--- config.mk ---
export PLATFORM = sky130hd
export DESIGN_NAME = huffman_code_builder_core_flat
export DESIGN_NICKNAME = d
export VERILOG_FILES = /design/src/design/hcb_pkg.sv /design/src/design/hcb_ifs.sv /design/src/design/huffman_code_builder_core.sv /design/src/design/hcb_datapath.sv /design/src/design/hcb_ctrl.sv /design/src/flat_wrapper.sv
export VERILOG_INCLUDE_DIRS = /design/src /design/src/design
export SDC_FILE = /design/constraint.sdc
export NUM_CORES = 2
export LEC_CHECK = 0
export BUFFER_PORTS_ARGS = -buffer_cell sky130_fd_sc_hd__clkbuf_2
export CAP_MARGIN = 20
export CORE_ASPECT_RATIO = 0.5
export CORE_MARGIN = 3
export CORE_UTILIZATION = 50
export CTS_CLUSTER_DIAMETER = 60
export CTS_CLUSTER_SIZE = 10
export DETAILED_ROUTE_END_ITERATION = 8
export HOLD_SLACK_MARGIN = 0.12
export PLACE_DENSITY_LB_ADDON = 0.08
export SLEW_MARGIN = 15
export SYNTH_ARGS = -nofsm -noshare
export SYNTH_HDL_FRONTEND = slang
export SYNTH_HIERARCHICAL = 1
export SYNTH_SLANG_ARGS = --single-unit
--- constraint.sdc ---
create_clock -name clock -period 11.09 [get_ports clock]
set_clock_uncertainty 0.05 [all_clocks]
set_input_delay 2.218 -clock clock [delete_from_list [all_inputs] [get_ports clock]]
set_output_delay 2.218 -clock clock [all_outputs]
set_load 0.05 [all_outputs]
--- src/design/assert_macros.svh ---
// assertion helpers shared by the rtl files
`ifndef ASSERT_MACROS_SVH
`define ASSERT_MACROS_SVH

// clocked assertion with explicit clock and reset
`define HCB_ASSERT_CLK(lbl, clk, rst, prop, msg) \
   lbl: assert property (@(posedge clk) disable iff (rst) prop) else $error(msg);

// clocked assertion on the block clock and reset
`define HCB_ASSERT(lbl, prop, msg) \
   `HCB_ASSERT_CLK(lbl, clock, reset, prop, msg)

`endif

--- src/design/hcb_pkg.sv ---
// ----------------------------------------------------------------------------
// hcb_pkg
// shared widths, command codes and control structs of the huffman code builder
// ----------------------------------------------------------------------------
package hcb_pkg;

   localparam int SYM_W           = 8;
   localparam int FREQ_W          = 16;
   localparam int LEN_W           = 5;
   localparam int CODE_W          = 31;
   localparam int DEPTH_W         = 7;
   localparam int MAX_SYMBOLS_DEF = 32;

   // write source of the active list
   typedef enum logic [1:0] {
      LSRC_LOAD  = 2'd0,
      LSRC_CI    = 2'd1,
      LSRC_MERGE = 2'd2,
      LSRC_READ  = 2'd3
   } list_src_type;

   // write source of the walk stack
   typedef enum logic [1:0] {
      SSRC_ROOT  = 2'd0,
      SSRC_RIGHT = 2'd1,
      SSRC_LEFT  = 2'd2
   } stack_src_type;

   typedef struct packed {
      logic          list_we;
      list_src_type  list_src;
      logic          label_we;
      logic          node_we;
      logic          ci_load;
      logic          stack_we;
      stack_src_type stack_src;
      logic          stack_re;
      logic          out_load;
      logic          last_leaf;
   } cmd_type;

   typedef struct packed {
      logic swap;
      logic leaf;
      logic out_free;
   } stat_type;

endpackage

--- src/design/hcb_ifs.sv ---
// ----------------------------------------------------------------------------
// hcb channel interfaces
// valid/ready channels for symbol loading and code results
// ----------------------------------------------------------------------------
interface hcb_req_if;
   logic                       valid;
   logic                       ready;
   logic [hcb_pkg::SYM_W-1:0]  symbol_id;
   logic [hcb_pkg::FREQ_W-1:0] frequency;
   logic                       last_symbol;

   modport source (output valid, symbol_id, frequency, last_symbol, input ready);
   modport sink   (input valid, symbol_id, frequency, last_symbol, output ready);
endinterface

interface hcb_rsp_if;
   logic                       valid;
   logic                       ready;
   logic [hcb_pkg::SYM_W-1:0]  out_symbol;
   logic [hcb_pkg::LEN_W-1:0]  code_length;
   logic [hcb_pkg::CODE_W-1:0] code_bits;
   logic                       last_code;

   modport source (output valid, out_symbol, code_length, code_bits, last_code,
                   input ready);
   modport sink   (input valid, out_symbol, code_length, code_bits, last_code,
                   output ready);
endinterface

--- src/design/huffman_code_builder_core.sv ---
// ----------------------------------------------------------------------------
// huffman_code_builder_core
// builds a huffman code over a loaded symbol set and streams one code per leaf
// ----------------------------------------------------------------------------
// Symbols are loaded one transaction per cycle; each is appended as a leaf
// unless MAX_SYMBOLS are already held, in which case it is dropped. The
// transaction with last_symbol set starts the build, during which req is not
// ready. Each merge round runs an exchange sort and then a shift, all through
// the single read and single write port of the active list memory. The
// depth-first walk then pops the stack, reads the node and label and uses the
// entry for each leaf, and pushes both children for each merged node; each
// leaf code leaves through an output register that holds while rsp is stalled.
// Codes are right-aligned with the first branch (left = 1) in the top valid
// bit; a single symbol gets a zero-length code. All memories need no clearing.
// ----------------------------------------------------------------------------
module huffman_code_builder_core #(
   parameter int MAX_SYMBOLS = hcb_pkg::MAX_SYMBOLS_DEF
) (
   input  logic      clock,
   input  logic      reset,
   hcb_req_if.sink   req_bus,
   hcb_rsp_if.source rsp_bus
);

   localparam int LW  = $clog2(MAX_SYMBOLS);
   localparam int NW  = $clog2(2*MAX_SYMBOLS-1);
   localparam int CW  = $clog2(MAX_SYMBOLS+1);
   localparam int SAW = $clog2(MAX_SYMBOLS+1);

   // command and status between sequencer and datapath
   hcb_pkg::cmd_type  cmd;
   hcb_pkg::stat_type stat;

   // addresses owned by the sequencer
   logic [LW-1:0]  list_rd_addr;
   logic [LW-1:0]  list_wr_addr;
   logic [NW-1:0]  node_addr;
   logic [NW-1:0]  load_node;
   logic [NW-1:0]  root;
   logic [CW-1:0]  leaves;
   logic [SAW-1:0] stk_rd_addr;
   logic [SAW-1:0] stk_wr_addr;

   // load, sort, merge and walk sequencing
   hcb_ctrl #(
      .MAX_SYMBOLS (MAX_SYMBOLS)
   ) u_ctrl (
      .clock        (clock),
      .reset        (reset),
      .req_valid    (req_bus.valid),
      .req_last     (req_bus.last_symbol),
      .req_ready    (req_bus.ready),
      .cmd          (cmd),
      .stat         (stat),
      .list_rd_addr (list_rd_addr),
      .list_wr_addr (list_wr_addr),
      .node_addr    (node_addr),
      .load_node    (load_node),
      .root         (root),
      .leaves       (leaves),
      .stk_rd_addr  (stk_rd_addr),
      .stk_wr_addr  (stk_wr_addr)
   );

   // memories, sort compare, merge adder and result register
   hcb_datapath #(
      .MAX_SYMBOLS (MAX_SYMBOLS)
   ) u_datapath (
      .clock        (clock),
      .reset        (reset),
      .cmd          (cmd),
      .stat         (stat),
      .list_rd_addr (list_rd_addr),
      .list_wr_addr (list_wr_addr),
      .node_addr    (node_addr),
      .load_node    (load_node),
      .root         (root),
      .leaves       (leaves),
      .stk_rd_addr  (stk_rd_addr),
      .stk_wr_addr  (stk_wr_addr),
      .symbol_id    (req_bus.symbol_id),
      .frequency    (req_bus.frequency),
      .rsp_ready    (rsp_bus.ready),
      .rsp_valid    (rsp_bus.valid),
      .out_symbol   (rsp_bus.out_symbol),
      .code_length  (rsp_bus.code_length),
      .code_bits    (rsp_bus.code_bits),
      .last_code    (rsp_bus.last_code)
   );

endmodule

--- src/design/hcb_datapath.sv ---
// ----------------------------------------------------------------------------
// hcb_datapath
// active list, node, label and walk stack memories plus the result register
// ----------------------------------------------------------------------------
`include "assert_macros.svh"

module hcb_datapath #(
   parameter int MAX_SYMBOLS = hcb_pkg::MAX_SYMBOLS_DEF
) (
   input  logic                                    clock,
   input  logic                                    reset,
   input  hcb_pkg::cmd_type                        cmd,
   output hcb_pkg::stat_type                       stat,
   input  logic [$clog2(MAX_SYMBOLS)-1:0]          list_rd_addr,
   input  logic [$clog2(MAX_SYMBOLS)-1:0]          list_wr_addr,
   input  logic [$clog2(2*MAX_SYMBOLS-1)-1:0]      node_addr,
   input  logic [$clog2(2*MAX_SYMBOLS-1)-1:0]      load_node,
   input  logic [$clog2(2*MAX_SYMBOLS-1)-1:0]      root,
   input  logic [$clog2(MAX_SYMBOLS+1)-1:0]        leaves,
   input  logic [$clog2(MAX_SYMBOLS+1)-1:0]        stk_rd_addr,
   input  logic [$clog2(MAX_SYMBOLS+1)-1:0]        stk_wr_addr,
   input  logic [hcb_pkg::SYM_W-1:0]               symbol_id,
   input  logic [hcb_pkg::FREQ_W-1:0]              frequency,
   input  logic                                    rsp_ready,
   output logic                                    rsp_valid,
   output logic [hcb_pkg::SYM_W-1:0]               out_symbol,
   output logic [hcb_pkg::LEN_W-1:0]               code_length,
   output logic [hcb_pkg::CODE_W-1:0]              code_bits,
   output logic                                    last_code
);

   localparam int LW    = $clog2(MAX_SYMBOLS);
   localparam int NW    = $clog2(2*MAX_SYMBOLS-1);
   localparam int NODES = 2*MAX_SYMBOLS-1;
   localparam int WW    = hcb_pkg::FREQ_W + $clog2(MAX_SYMBOLS);
   localparam int LEW   = WW + NW;
   localparam int DW    = hcb_pkg::DEPTH_W;
   localparam int CDW   = hcb_pkg::CODE_W;
   localparam int SEW   = NW + DW + CDW;

   logic [LEW-1:0]           list_mem [MAX_SYMBOLS];
   logic [NW-1:0]            left_mem [NODES];
   logic [NW-1:0]            right_mem [NODES];
   logic [hcb_pkg::SYM_W-1:0] label_mem [MAX_SYMBOLS];
   logic [SEW-1:0]           stack_mem [MAX_SYMBOLS+1];

   logic [LEW-1:0]            list_q_ff;
   logic [LEW-1:0]            ci_ff;
   logic [NW-1:0]             left_q_ff;
   logic [NW-1:0]             right_q_ff;
   logic [hcb_pkg::SYM_W-1:0] label_q_ff;
   logic [SEW-1:0]            stk_q_ff;

   logic                      rsp_valid_ff;
   logic                      rsp_valid_in;
   logic [hcb_pkg::SYM_W-1:0] out_symbol_ff;
   logic [hcb_pkg::LEN_W-1:0] code_length_ff;
   logic [CDW-1:0]            code_bits_ff;
   logic                      last_code_ff;

   logic [WW-1:0]  ci_w;
   logic [WW-1:0]  q_w;
   logic [LEW-1:0] list_wdata;
   logic [SEW-1:0] stk_wdata;
   logic [NW-1:0]  ent_node;
   logic [DW-1:0]  ent_depth;
   logic [CDW-1:0] ent_code;
   logic [DW-1:0]  child_depth;
   logic [CDW-1:0] child_code;

   assign ci_w      = ci_ff[LEW-1:NW];
   assign q_w       = list_q_ff[LEW-1:NW];
   assign ent_node  = stk_q_ff[SEW-1:DW+CDW];
   assign ent_depth = stk_q_ff[DW+CDW-1:CDW];
   assign ent_code  = stk_q_ff[CDW-1:0];
   assign child_depth = ent_depth + DW'(1);
   assign child_code  = {ent_code[CDW-2:0], 1'b0};

   always_comb begin
      case (cmd.list_src)
         hcb_pkg::LSRC_LOAD:  list_wdata = {WW'(frequency), load_node};
         hcb_pkg::LSRC_CI:    list_wdata = ci_ff;
         hcb_pkg::LSRC_MERGE: list_wdata = {ci_w + q_w, node_addr};
         hcb_pkg::LSRC_READ:  list_wdata = list_q_ff;
         default:             list_wdata = list_q_ff;
      endcase
   end

   always_comb begin
      case (cmd.stack_src)
         hcb_pkg::SSRC_ROOT:  stk_wdata = {root, DW'(0), CDW'(0)};
         hcb_pkg::SSRC_RIGHT: stk_wdata = {right_q_ff, child_depth, child_code};
         hcb_pkg::SSRC_LEFT:  stk_wdata = {left_q_ff, child_depth, child_code | CDW'(1)};
         default:             stk_wdata = {root, DW'(0), CDW'(0)};
      endcase
   end

   // memories
   always_ff @(posedge clock) begin
      if (cmd.list_we) begin
         list_mem[list_wr_addr] <= list_wdata;
      end
      list_q_ff <= list_mem[list_rd_addr];
   end

   always_ff @(posedge clock) begin
      if (cmd.label_we) begin
         label_mem[list_wr_addr] <= symbol_id;
      end
      label_q_ff <= label_mem[ent_node[LW-1:0]];
   end

   always_ff @(posedge clock) begin
      if (cmd.node_we) begin
         left_mem[node_addr]  <= ci_ff[NW-1:0];
         right_mem[node_addr] <= list_q_ff[NW-1:0];
      end
      left_q_ff  <= left_mem[ent_node];
      right_q_ff <= right_mem[ent_node];
   end

   always_ff @(posedge clock) begin
      if (cmd.stack_we) begin
         stack_mem[stk_wr_addr] <= stk_wdata;
      end
      if (cmd.stack_re) begin
         stk_q_ff <= stack_mem[stk_rd_addr];
      end
   end

   always_ff @(posedge clock) begin
      if (cmd.ci_load) begin
         ci_ff <= list_q_ff;
      end
   end

   // result register
   always_comb begin
      rsp_valid_in = rsp_valid_ff;
      if (cmd.out_load) begin
         rsp_valid_in = 1'b1;
      end else if (rsp_ready) begin
         rsp_valid_in = 1'b0;
      end
   end

   always_ff @(posedge clock) begin
      if (reset) begin
         rsp_valid_ff <= 1'b0;
      end else begin
         rsp_valid_ff <= rsp_valid_in;
      end
   end

   always_ff @(posedge clock) begin
      if (cmd.out_load) begin
         out_symbol_ff  <= label_q_ff;
         code_length_ff <= ent_depth[hcb_pkg::LEN_W-1:0];
         code_bits_ff   <= ent_code;
         last_code_ff   <= cmd.last_leaf;
      end
   end

   assign stat.swap     = ci_w > q_w;
   assign stat.leaf     = ent_node < NW'(leaves);
   assign stat.out_free = !rsp_valid_ff || rsp_ready;

   assign rsp_valid   = rsp_valid_ff;
   assign out_symbol  = out_symbol_ff;
   assign code_length = code_length_ff;
   assign code_bits   = code_bits_ff;
   assign last_code   = last_code_ff;

   `HCB_ASSERT(a_out_load_free, cmd.out_load |-> (!rsp_valid_ff || rsp_ready), "result overwritten")

endmodule

--- src/design/hcb_ctrl.sv ---
// ----------------------------------------------------------------------------
// hcb_ctrl
// sequencer for loading, exchange sort, merge, shift and depth-first walk
// ----------------------------------------------------------------------------
`include "assert_macros.svh"

module hcb_ctrl #(
   parameter int MAX_SYMBOLS = hcb_pkg::MAX_SYMBOLS_DEF
) (
   input  logic                               clock,
   input  logic                               reset,
   input  logic                               req_valid,
   input  logic                               req_last,
   output logic                               req_ready,
   output hcb_pkg::cmd_type                   cmd,
   input  hcb_pkg::stat_type                  stat,
   output logic [$clog2(MAX_SYMBOLS)-1:0]     list_rd_addr,
   output logic [$clog2(MAX_SYMBOLS)-1:0]     list_wr_addr,
   output logic [$clog2(2*MAX_SYMBOLS-1)-1:0] node_addr,
   output logic [$clog2(2*MAX_SYMBOLS-1)-1:0] load_node,
   output logic [$clog2(2*MAX_SYMBOLS-1)-1:0] root,
   output logic [$clog2(MAX_SYMBOLS+1)-1:0]   leaves,
   output logic [$clog2(MAX_SYMBOLS+1)-1:0]   stk_rd_addr,
   output logic [$clog2(MAX_SYMBOLS+1)-1:0]   stk_wr_addr
);

   localparam int LW  = $clog2(MAX_SYMBOLS);
   localparam int NW  = $clog2(2*MAX_SYMBOLS-1);
   localparam int CW  = $clog2(MAX_SYMBOLS+1);
   localparam int SAW = $clog2(MAX_SYMBOLS+1);
   localparam int SPW = $clog2(MAX_SYMBOLS+2);

   typedef enum logic [14:0] {
      S_IDLE    = 15'b000000000000001,
      S_SI_RD   = 15'b000000000000010,
      S_SI_CAP  = 15'b000000000000100,
      S_SJ_CMP  = 15'b000000000001000,
      S_SI_WB   = 15'b000000000010000,
      S_MG_RD0  = 15'b000000000100000,
      S_MG_RD1  = 15'b000000001000000,
      S_MG_WR   = 15'b000000010000000,
      S_SH_RD   = 15'b000000100000000,
      S_SH_WR   = 15'b000001000000000,
      S_WK_INIT = 15'b000010000000000,
      S_WK_POP  = 15'b000100000000000,
      S_WK_DEC  = 15'b001000000000000,
      S_WK_USE  = 15'b010000000000000,
      S_WK_PUSH = 15'b100000000000000
   } state_type;

   state_type      state_ff, state_in;
   logic [CW-1:0]  count_ff, count_in;
   logic [CW-1:0]  n_ff, n_in;
   logic [NW-1:0]  next_ff, next_in;
   logic [NW-1:0]  root_ff, root_in;
   logic [LW-1:0]  i_ff, i_in;
   logic [LW-1:0]  j_ff, j_in;
   logic [LW-1:0]  k_ff, k_in;
   logic [SPW-1:0] sp_ff, sp_in;
   logic [CW-1:0]  cnt_nx;
   logic           has_room;
   logic           can_push;
   logic [SPW-1:0] sp_dec;
   logic [SPW-1:0] sp_inc;

   assign has_room = count_ff < CW'(MAX_SYMBOLS);
   assign cnt_nx   = has_room ? count_ff + CW'(1) : count_ff;
   assign can_push = ((SPW+1)'(sp_ff) + (SPW+1)'(2)) <= (SPW+1)'(MAX_SYMBOLS + 1);
   assign sp_dec   = sp_ff - SPW'(1);
   assign sp_inc   = sp_ff + SPW'(1);

   always_comb begin
      state_in     = state_ff;
      count_in     = count_ff;
      n_in         = n_ff;
      next_in      = next_ff;
      root_in      = root_ff;
      i_in         = i_ff;
      j_in         = j_ff;
      k_in         = k_ff;
      sp_in        = sp_ff;
      cmd          = '0;
      req_ready    = 1'b0;
      list_rd_addr = '0;
      list_wr_addr = '0;
      stk_rd_addr  = '0;
      stk_wr_addr  = '0;
      case (state_ff)
         S_IDLE: begin
            req_ready    = 1'b1;
            list_wr_addr = count_ff[LW-1:0];
            if (req_valid) begin
               if (has_room) begin
                  cmd.list_we  = 1'b1;
                  cmd.list_src = hcb_pkg::LSRC_LOAD;
                  cmd.label_we = 1'b1;
               end
               count_in = cnt_nx;
               if (req_last) begin
                  n_in    = cnt_nx;
                  next_in = NW'(cnt_nx);
                  root_in = '0;
                  i_in    = '0;
                  state_in = (cnt_nx == CW'(1)) ? S_WK_INIT : S_SI_RD;
               end
            end
         end
         S_SI_RD: begin
            list_rd_addr = i_ff;
            j_in         = i_ff + LW'(1);
            state_in     = S_SI_CAP;
         end
         S_SI_CAP: begin
            cmd.ci_load  = 1'b1;
            list_rd_addr = j_ff;
            state_in     = S_SJ_CMP;
         end
         S_SJ_CMP: begin
            list_wr_addr = j_ff;
            if (stat.swap) begin
               cmd.list_we  = 1'b1;
               cmd.list_src = hcb_pkg::LSRC_CI;
               cmd.ci_load  = 1'b1;
            end
            if (CW'(j_ff) + CW'(1) == n_ff) begin
               state_in = S_SI_WB;
            end else begin
               j_in         = j_ff + LW'(1);
               list_rd_addr = j_ff + LW'(1);
            end
         end
         S_SI_WB: begin
            cmd.list_we  = 1'b1;
            cmd.list_src = hcb_pkg::LSRC_CI;
            list_wr_addr = i_ff;
            if (CW'(i_ff) + CW'(2) == n_ff) begin
               state_in = S_MG_RD0;
            end else begin
               i_in     = i_ff + LW'(1);
               state_in = S_SI_RD;
            end
         end
         S_MG_RD0: begin
            list_rd_addr = '0;
            state_in     = S_MG_RD1;
         end
         S_MG_RD1: begin
            cmd.ci_load  = 1'b1;
            list_rd_addr = LW'(1);
            state_in     = S_MG_WR;
         end
         S_MG_WR: begin
            cmd.node_we  = 1'b1;
            cmd.list_we  = 1'b1;
            cmd.list_src = hcb_pkg::LSRC_MERGE;
            list_wr_addr = '0;
            root_in      = next_ff;
            next_in      = next_ff + NW'(1);
            if (n_ff == CW'(2)) begin
               n_in     = CW'(1);
               state_in = S_WK_INIT;
            end else begin
               k_in     = LW'(1);
               state_in = S_SH_RD;
            end
         end
         S_SH_RD: begin
            list_rd_addr = k_ff + LW'(1);
            state_in     = S_SH_WR;
         end
         S_SH_WR: begin
            cmd.list_we  = 1'b1;
            cmd.list_src = hcb_pkg::LSRC_READ;
            list_wr_addr = k_ff;
            if (CW'(k_ff) + CW'(2) == n_ff) begin
               n_in     = n_ff - CW'(1);
               i_in     = '0;
               state_in = S_SI_RD;
            end else begin
               k_in     = k_ff + LW'(1);
               state_in = S_SH_RD;
            end
         end
         S_WK_INIT: begin
            cmd.stack_we  = 1'b1;
            cmd.stack_src = hcb_pkg::SSRC_ROOT;
            stk_wr_addr   = '0;
            sp_in         = SPW'(1);
            state_in      = S_WK_POP;
         end
         S_WK_POP: begin
            cmd.stack_re = 1'b1;
            stk_rd_addr  = sp_dec[SAW-1:0];
            sp_in        = sp_dec;
            state_in     = S_WK_DEC;
         end
         S_WK_DEC: begin
            state_in = S_WK_USE;
         end
         S_WK_USE: begin
            stk_wr_addr = sp_ff[SAW-1:0];
            if (stat.leaf) begin
               if (stat.out_free) begin
                  cmd.out_load  = 1'b1;
                  cmd.last_leaf = (sp_ff == '0);
                  if (sp_ff == '0) begin
                     count_in = '0;
                     state_in = S_IDLE;
                  end else begin
                     state_in = S_WK_POP;
                  end
               end
            end else if (can_push) begin
               cmd.stack_we  = 1'b1;
               cmd.stack_src = hcb_pkg::SSRC_RIGHT;
               state_in      = S_WK_PUSH;
            end else if (sp_ff == '0) begin
               count_in = '0;
               state_in = S_IDLE;
            end else begin
               state_in = S_WK_POP;
            end
         end
         S_WK_PUSH: begin
            cmd.stack_we  = 1'b1;
            cmd.stack_src = hcb_pkg::SSRC_LEFT;
            stk_wr_addr   = sp_inc[SAW-1:0];
            sp_in         = sp_ff + SPW'(2);
            state_in      = S_WK_POP;
         end
         default: begin
            state_in = S_IDLE;
         end
      endcase
   end

   always_ff @(posedge clock) begin
      if (reset) begin
         state_ff <= S_IDLE;
         count_ff <= '0;
         n_ff     <= '0;
         next_ff  <= '0;
         root_ff  <= '0;
         i_ff     <= '0;
         j_ff     <= '0;
         k_ff     <= '0;
         sp_ff    <= '0;
      end else begin
         state_ff <= state_in;
         count_ff <= count_in;
         n_ff     <= n_in;
         next_ff  <= next_in;
         root_ff  <= root_in;
         i_ff     <= i_in;
         j_ff     <= j_in;
         k_ff     <= k_in;
         sp_ff    <= sp_in;
      end
   end

   assign node_addr = next_ff;
   assign load_node = NW'(count_ff);
   assign root      = root_ff;
   assign leaves    = count_ff;

   `HCB_ASSERT(a_count_bound, count_ff <= CW'(MAX_SYMBOLS), "symbol count past capacity")
   `HCB_ASSERT(a_j_in_list, (state_ff == S_SJ_CMP) |-> (CW'(j_ff) < n_ff), "sort index past list")
   `HCB_ASSERT(a_sp_bound, sp_ff <= SPW'(MAX_SYMBOLS + 1), "walk stack overflow")

endmodule

--- src/flat_wrapper.sv ---
// flat-port wrapper written by rule: the top's interface ports become plain ports
module huffman_code_builder_core_flat 
#(
   parameter int MAX_SYMBOLS = hcb_pkg::MAX_SYMBOLS_DEF
)
  (clock, reset, req_bus_valid, req_bus_symbol_id, req_bus_frequency, req_bus_last_symbol, req_bus_ready, rsp_bus_valid, rsp_bus_out_symbol, rsp_bus_code_length, rsp_bus_code_bits, rsp_bus_last_code, rsp_bus_ready);
  hcb_req_if req_bus_i ();
  hcb_rsp_if rsp_bus_i ();
  input  logic clock;
  input  logic reset;
  input wire logic [$bits(req_bus_i.valid)-1:0] req_bus_valid;
  input wire logic [$bits(req_bus_i.symbol_id)-1:0] req_bus_symbol_id;
  input wire logic [$bits(req_bus_i.frequency)-1:0] req_bus_frequency;
  input wire logic [$bits(req_bus_i.last_symbol)-1:0] req_bus_last_symbol;
  output wire logic [$bits(req_bus_i.ready)-1:0] req_bus_ready;
  output wire logic [$bits(rsp_bus_i.valid)-1:0] rsp_bus_valid;
  output wire logic [$bits(rsp_bus_i.out_symbol)-1:0] rsp_bus_out_symbol;
  output wire logic [$bits(rsp_bus_i.code_length)-1:0] rsp_bus_code_length;
  output wire logic [$bits(rsp_bus_i.code_bits)-1:0] rsp_bus_code_bits;
  output wire logic [$bits(rsp_bus_i.last_code)-1:0] rsp_bus_last_code;
  input wire logic [$bits(rsp_bus_i.ready)-1:0] rsp_bus_ready;
  assign req_bus_i.valid = req_bus_valid;
  assign req_bus_i.symbol_id = req_bus_symbol_id;
  assign req_bus_i.frequency = req_bus_frequency;
  assign req_bus_i.last_symbol = req_bus_last_symbol;
  assign req_bus_ready = req_bus_i.ready;
  assign rsp_bus_valid = rsp_bus_i.valid;
  assign rsp_bus_out_symbol = rsp_bus_i.out_symbol;
  assign rsp_bus_code_length = rsp_bus_i.code_length;
  assign rsp_bus_code_bits = rsp_bus_i.code_bits;
  assign rsp_bus_last_code = rsp_bus_i.last_code;
  assign rsp_bus_i.ready = rsp_bus_ready;
  huffman_code_builder_core #(.MAX_SYMBOLS(MAX_SYMBOLS)) u_core (.clock(clock), .reset(reset), .req_bus(req_bus_i), .rsp_bus(rsp_bus_i));
endmodule
After elaboration in Yosys (flattened, before gate mapping):

Memories as Yosys holds them, arrays and structs flattened. A register that Yosys moved wholly into a read port is not among the register bits.
Index checks and enable logic that the tools add are counted.

* flip-flop bits (word level): 133
* bits in writable memories: 3328
* input bits: 29
* word-level logic and storage cells: 169
* memories: 5

* add/subtract/negate cells: 15
* magnitude comparators: 4
* equality and inequality tests: 36
* multiplexer cells: 72
* reductions and logical operators: 22

Memories
* u_core.u_datapath.stack_mem: words 33, bits a word 44, read ports 1, clocked after memory_dff 1, write ports 1, RTL line hcb_datapath.sv:45 `logic [SEW-1:0] stack_mem [MAX_SYMBOLS+1];`
* u_core.u_datapath.list_mem: words 32, bits a word 27, read ports 1, clocked after memory_dff 1, write ports 1, RTL line hcb_datapath.sv:41 `logic [LEW-1:0] list_mem [MAX_SYMBOLS];`
* u_core.u_datapath.left_mem: words 63, bits a word 6, read ports 1, clocked after memory_dff 1, write ports 1, RTL line hcb_datapath.sv:42 `logic [NW-1:0] left_mem [NODES];`
* u_core.u_datapath.right_mem: words 63, bits a word 6, read ports 1, clocked after memory_dff 1, write ports 1, RTL line hcb_datapath.sv:43 `logic [NW-1:0] right_mem [NODES];`
* u_core.u_datapath.label_mem: words 32, bits a word 8, read ports 1, clocked after memory_dff 1, write ports 1, RTL line hcb_datapath.sv:44 `logic [hcb_pkg::SYM_W-1:0] label_mem [MAX_SYMBOLS];`

Operator list (number)
* $pmux W15 S14: 1
* $pmux W27 S4: 1
* $mux W15: 6
* $pmux W44 S2: 1
* $mux W6: 14
* $pmux W6 S2: 4
* $mux W5: 8
* $pmux W6 S3: 2
* $pmux W5 S5: 1
* $mux W11: 2
* $add A21 B21 Y21: 1
* $gt A21 B21 Y1: 1
* $pmux W5 S2: 2
* $pmux W5 S4: 1
* $add A6 B1 Y6 const B: 3
* $eq A6 B6 Y1: 3
* $ne A2 B2 Y1 const B: 9
* $add A5 B1 Y5 const B: 3
* $eq A15 B1 Y1 const B: 1
* $eq A15 B10 Y1 const B: 1
* $eq A15 B11 Y1 const B: 1
* $eq A15 B12 Y1 const B: 1
* $eq A15 B13 Y1 const B: 1
* $eq A15 B14 Y1 const B: 1
* other kinds (45): 80

Depth between registers and ports, before layout:

* depth after elaboration: 7
* depth in mapped cells: 20
* depth with buffers taken out: 17

Cells and area by module:

Netlist, hierarchy kept.

Modules (own cells, without submodules)
* hcb_datapath: times used 1, cells an instance 5520, area each 131466.1 µm², sequential area each 102338.2 µm²
* hcb_ctrl: times used 1, cells an instance 659, area each 4849.7 µm², sequential area each 1201.2 µm²

Worst setup path before layout:

OpenSTA, ideal clock, no wires.

* path kind: reg-to-reg
* from: register u_core.u_ctrl.state_ff[4]
* to: memory u_core/u_datapath/stack_mem[28][0] (netlist bit) (enable)
* setup time: 0.442 ns
* arrival time: 4.484 ns
* required time: 10.598 ns
* setup slack: 6.115 ns
* cell stages (with the launch flop): 10
* path buffers: 1
* period minus slack after synthesis: 4.975 ns
* cells stage by stage: dfxtp_1 -> buf_2 -> or4_4 -> nor3_1 -> nand3_1 -> inv_2 -> nand2_1 -> o21ai_0 -> or3b_2 -> nor2_1

RTL lines
* start: declaration: RTL line hcb_ctrl.sv:51 `state_type state_ff, state_in;`
* start signal: assignment: RTL line hcb_ctrl.sv:249 `state_ff <= state_in;`
* $eq A15 B15 Y1 or $eq A15 B14 Y1 (tied branches): RTL line hcb_ctrl.sv:88 `case (state_ff)`
* $pmux W6 S2 *: RTL line hcb_ctrl.sv:88
* via u_core.stk_wr_addr[2]: RTL line huffman_code_builder_core.sv:42 `logic [SAW-1:0] stk_wr_addr;`
* end: declaration: RTL line hcb_datapath.sv:45

Mark *: on every way through the listed nets, which the timed path passes. The rest lies on a longest branch.

Worst setup path after layout:

* from: register u_core.u_ctrl.state_ff[2]
* to: memory u_core/u_datapath/stack_mem[21][1] (netlist bit) (enable)

The elaborated chain is that of the path after synthesis.

==> results_dict.tcl <==
set metrics [dict create \
    setup_total_negative_slack_ps 0 \
    final_cell_mix "sky130_fd_sc_hd__edfxtp_1, sky130_fd_sc_hd__mux4_2, sky130_fd_sc_hd__clkbuf_16, sky130_fd_sc_hd__buf_4, sky130_fd_sc_hd__nor2_1" \
    actual_slew_at_the_worst_max_slew_pin_ps 1180 \
    share_of_flip_flops_with_an_asynchronous_set_or_reset 0 \
    setup.worst_path.start_class "register" \
    via_per_inst 6.37 \
    sequential_fraction_of_the_synthesis_area 0.760 \
    finalSetupViolations 0 \
    grt_start_max_net_pins 148 \
    cp.required_ps 11530 \
    final_critical_path_required_period_ps 5720 \
    tritoncts "built" \
    ys_warn_count 6 \
    path_max_fanout 28 \
    hold_buffers 0 \
    finalNetCount 6607 \
    syn_avg_cell_area_sq_um 22.1 \
    mappedNetlistNets 6275 \
    synthesis.area_sq_um 136000 \
    overflow 0 \
    final.period_utilization 0.516 \
    start_util 0.507 \
    num_io_pins 76 \
    number_of_routed_nets_with_antenna_violations 0 \
    die_h_um 375 \
    reg2reg_slack_ps 5370 \
    cts.htree.levels 5 \
    hpwlAfterDp_um 186000 \
    placed_cells 9703 \
    initial_antenna_violation_count 19 \
    num_rows 134 \
    cts.path.max_buffers 4 \
    synthesized_instance_count 6179 \
    min-delay-path-class "reg2reg" \
    clk_latency_ps 920 \
    first_pass_iters 6 \
    detailedRoute.firstIterationViolations 7943 \
    primary_flip_flop_cell_chosen_by_synthesis_mapping "sky130_fd_sc_hd__edfxtp_1" \
    numPortBuffers 75 \
    leakage_nw 44.5 \
    floorplan.core_area_sq_um 269000 \
    synth-edff-count 3376 \
    buffer_type_at_the_clock_tree_root "sky130_fd_sc_hd__clkbuf_16" \
    synth_seq_cells 3484 \
    critPathCaptureType "register" \
    postCtsSetupBuffers 0 \
    final_layout_size_suffix_gt1_frac 0.287 \
    dpl_cell_area_sq_um 142000 \
    grt_pass1_wl_um 492000 \
    final_common_cell "sky130_fd_sc_hd__edfxtp_1" \
    area.growth.synth_to_final_pct 12.2 \
    place.gp.congestion 0.860 \
    finalCoreUtilization 0.569 \
    ir_worst_vdd_mv 0.129 \
    cell_variety_after_synth 80 \
    outcome "finished, final reports clean" \
    maxSlewViolCount 0 \
    grt_setup_unrepaired "no" \
    timing.fmax_ghz 0.175 \
    power_density_nw_per_um2 179 \
    slew-limit-headroom 0.214 \
    fin_cells 10300 \
    wl_um 345000 \
    drc 0 \
    floorplan.die_area_sq_um 279000 \
    clkTransAtPathRegs_ps 60 \
    worstPathArrival_ps 6160 \
    design_area_sq_um 153000 \
    crit_type "reg2reg" \
    timing.final.hold_violations 0 \
    die_x_um 744 \
    via_count 65400 \
    ctsResizeCount 0 \
    cts_buffers 390 \
    maxCapViolCount 0 \
    post_drt_wl_per_cell_um 33.6 \
    clock_sink_count 3484 \
    grtUsageTotal 0.247 \
    power_mw 27.4 \
    first_global_vias 65900 \
]
[flip-flops by register name, indices dropped and copies added, names as in the netlist, 5 cells and up]
register / flops
u_core/u_datapath/ci_ff: 27
u_core/u_ctrl/k_ff: 5
u_core/u_ctrl/leaves: 6
u_core/u_datapath/right_mem: 378
u_core/u_datapath/stack_mem: 1386
u_core/u_datapath/left_q_ff: 6
u_core/u_datapath/label_mem: 256
u_core/u_ctrl/root: 6
u_core/u_ctrl/sp_ff: 6
u_core/u_ctrl/state_ff: 15
u_core/u_datapath/out_symbol: 8
u_core/u_ctrl/n_ff: 6
u_core/u_datapath/code_length: 5
u_core/u_datapath/left_mem: 378
u_core/u_datapath/right_q_ff: 6
u_core/u_datapath/stk_q_ff: 42
u_core/u_datapath/label_q_ff: 8
u_core/u_ctrl/j_ff: 5
u_core/u_datapath/list_mem: 864
u_core/u_ctrl/node_addr: 6
u_core/u_datapath/code_bits: 31
u_core/u_ctrl/i_ff: 5
u_core/u_datapath/list_q_ff: 27
[logic make-up (layout without fill, tap and decap cells)]
kind of cell	Yosys count	count (layout)	share of synthesized area
compound gates	327	327	0.0151
xor+xnor	61	61	0.00392
fa+ha+maj	67	67	0.00620
buf+inv	410	882	0.0127
flops	3484	3484	0.760
mux	1130	1130	0.177
other cells	0	7	0
simple gates	700	700	0.0256
[cells in the mapped netlist (6+ instances only)]
master / instances / share of area
sky130_fd_sc_hd__or3b_2: 6 / 0.00039
sky130_fd_sc_hd__o21bai_1: 7 / 0.00039
sky130_fd_sc_hd__nor3_1: 34 / 0.0012
sky130_fd_sc_hd__and3_1: 10 / 0.00046
sky130_fd_sc_hd__nand2b_1: 17 / 0.00078
sky130_fd_sc_hd__a21o_1: 7 / 0.00039
sky130_fd_sc_hd__nand2_1: 146 / 0.0040
sky130_fd_sc_hd__nor4_1: 13 / 0.00060
sky130_fd_sc_hd__o21ai_0: 114 / 0.0042
sky130_fd_sc_hd__a21oi_1: 82 / 0.0030
sky130_fd_sc_hd__and2_1: 38 / 0.0017
sky130_fd_sc_hd__o211ai_1: 8 / 0.00044
sky130_fd_sc_hd__nand3b_1: 14 / 0.00077
sky130_fd_sc_hd__a222oi_1: 6 / 0.00044
sky130_fd_sc_hd__a31oi_1: 10 / 0.00046
sky130_fd_sc_hd__nor2_1: 237 / 0.0065
sky130_fd_sc_hd__nand4b_1: 10 / 0.00064
sky130_fd_sc_hd__xnor2_1: 38 / 0.0024
sky130_fd_sc_hd__mux2_2: 41 / 0.0034
sky130_fd_sc_hd__a211oi_1: 22 / 0.0012
sky130_fd_sc_hd__buf_1: 30 / 0.00083
sky130_fd_sc_hd__nand4_1: 24 / 0.0011
sky130_fd_sc_hd__dfxtp_1: 108 / 0.016
sky130_fd_sc_hd__mux4_2: 1019 / 0.17
sky130_fd_sc_hd__or4_1: 12 / 0.00066
sky130_fd_sc_hd__clkbuf_1: 207 / 0.0057
sky130_fd_sc_hd__nor2b_1: 36 / 0.0017
sky130_fd_sc_hd__nand3_1: 56 / 0.0021
sky130_fd_sc_hd__a22oi_1: 12 / 0.00066
sky130_fd_sc_hd__buf_4: 17 / 0.00094
sky130_fd_sc_hd__o31ai_1: 13 / 0.00072
sky130_fd_sc_hd__nor3b_1: 7 / 0.00039
sky130_fd_sc_hd__edfxtp_1: 3376 / 0.74
sky130_fd_sc_hd__buf_2: 82 / 0.0030
sky130_fd_sc_hd__inv_1: 69 / 0.0019
sky130_fd_sc_hd__or3_1: 10 / 0.00046
sky130_fd_sc_hd__xor2_1: 23 / 0.0015
sky130_fd_sc_hd__ha_1: 66 / 0.0061
sky130_fd_sc_hd__mux2i_1: 70 / 0.0051
[worst paths after layout]
kind | from | endpoint | depth (start not counted)
setup / recovery | u_core/u_ctrl/state_ff[2]$_SDFFE_PP0P_ | u_core/u_datapath/stack_mem[21][1]$_DFFE_PP_ | 9
hold / removal | u_core/u_datapath/label_q_ff[3]$_DFF_P_ | u_core/u_datapath/out_symbol[3]$_DFFE_PP_ | 0
setup reg to reg | u_core/u_ctrl/state_ff[2]$_SDFFE_PP0P_ | u_core/u_datapath/stack_mem[21][1]$_DFFE_PP_ | 9
hold reg to reg | u_core/u_datapath/label_q_ff[3]$_DFF_P_ | u_core/u_datapath/out_symbol[3]$_DFFE_PP_ | 0
[critical path: stages (launching register included)]
cell                       delay [ps]
sky130_fd_sc_hd__dfxtp_1          420
sky130_fd_sc_hd__or4_1            650
sky130_fd_sc_hd__nor3_1           360
sky130_fd_sc_hd__nand3_1          490
sky130_fd_sc_hd__inv_2            380
sky130_fd_sc_hd__nand2_1           80
sky130_fd_sc_hd__o21ai_0          620
sky130_fd_sc_hd__nand3b_1         630
sky130_fd_sc_hd__nor2_4           840
sky130_fd_sc_hd__buf_4            700
[power breakdown]
| group | switching [mW] | total [mW] | internal [mW] |
|---|---|---|---|
| Sequential | 0.110 | 14.8 | 14.7 |
| Clock | 4.85 | 11.2 | 6.40 |
| Combinational | 0.963 | 1.38 | 0.417 |
[area by class of cell]
| type | count | area [sq um] |
|---|---|---|
| fill | 19600 | 116000 |
| sequential | 3484 | 104000 |
| multi-input combinational | 2285 | 31800 |
| clock buffer | 512 | 10300 |
| tap | 3604 | 4510 |
| timing repair buffer | 280 | 2220 |
| clock inverter | 20 | 270 |
| inverter | 70 | 263 |
| antenna | 7 | 17.5 |
[stage by stage]
step,worst slack [ps],hold slack (ps)
after floorplan,6110,336
after global placement,5570,349
after detailed placement,5490,343
after CTS,5470,356
after global routing,5130,366
final,5370,355
[metal layers]
metal	GRT usage	share of wire
met2	0.389	0.48
met3	0.0408	0.072
met1	0.367	0.43
met5	0	0.000099
met4	0.0567	0.023
No activity file was read; power rests on OpenSTA's default activity.
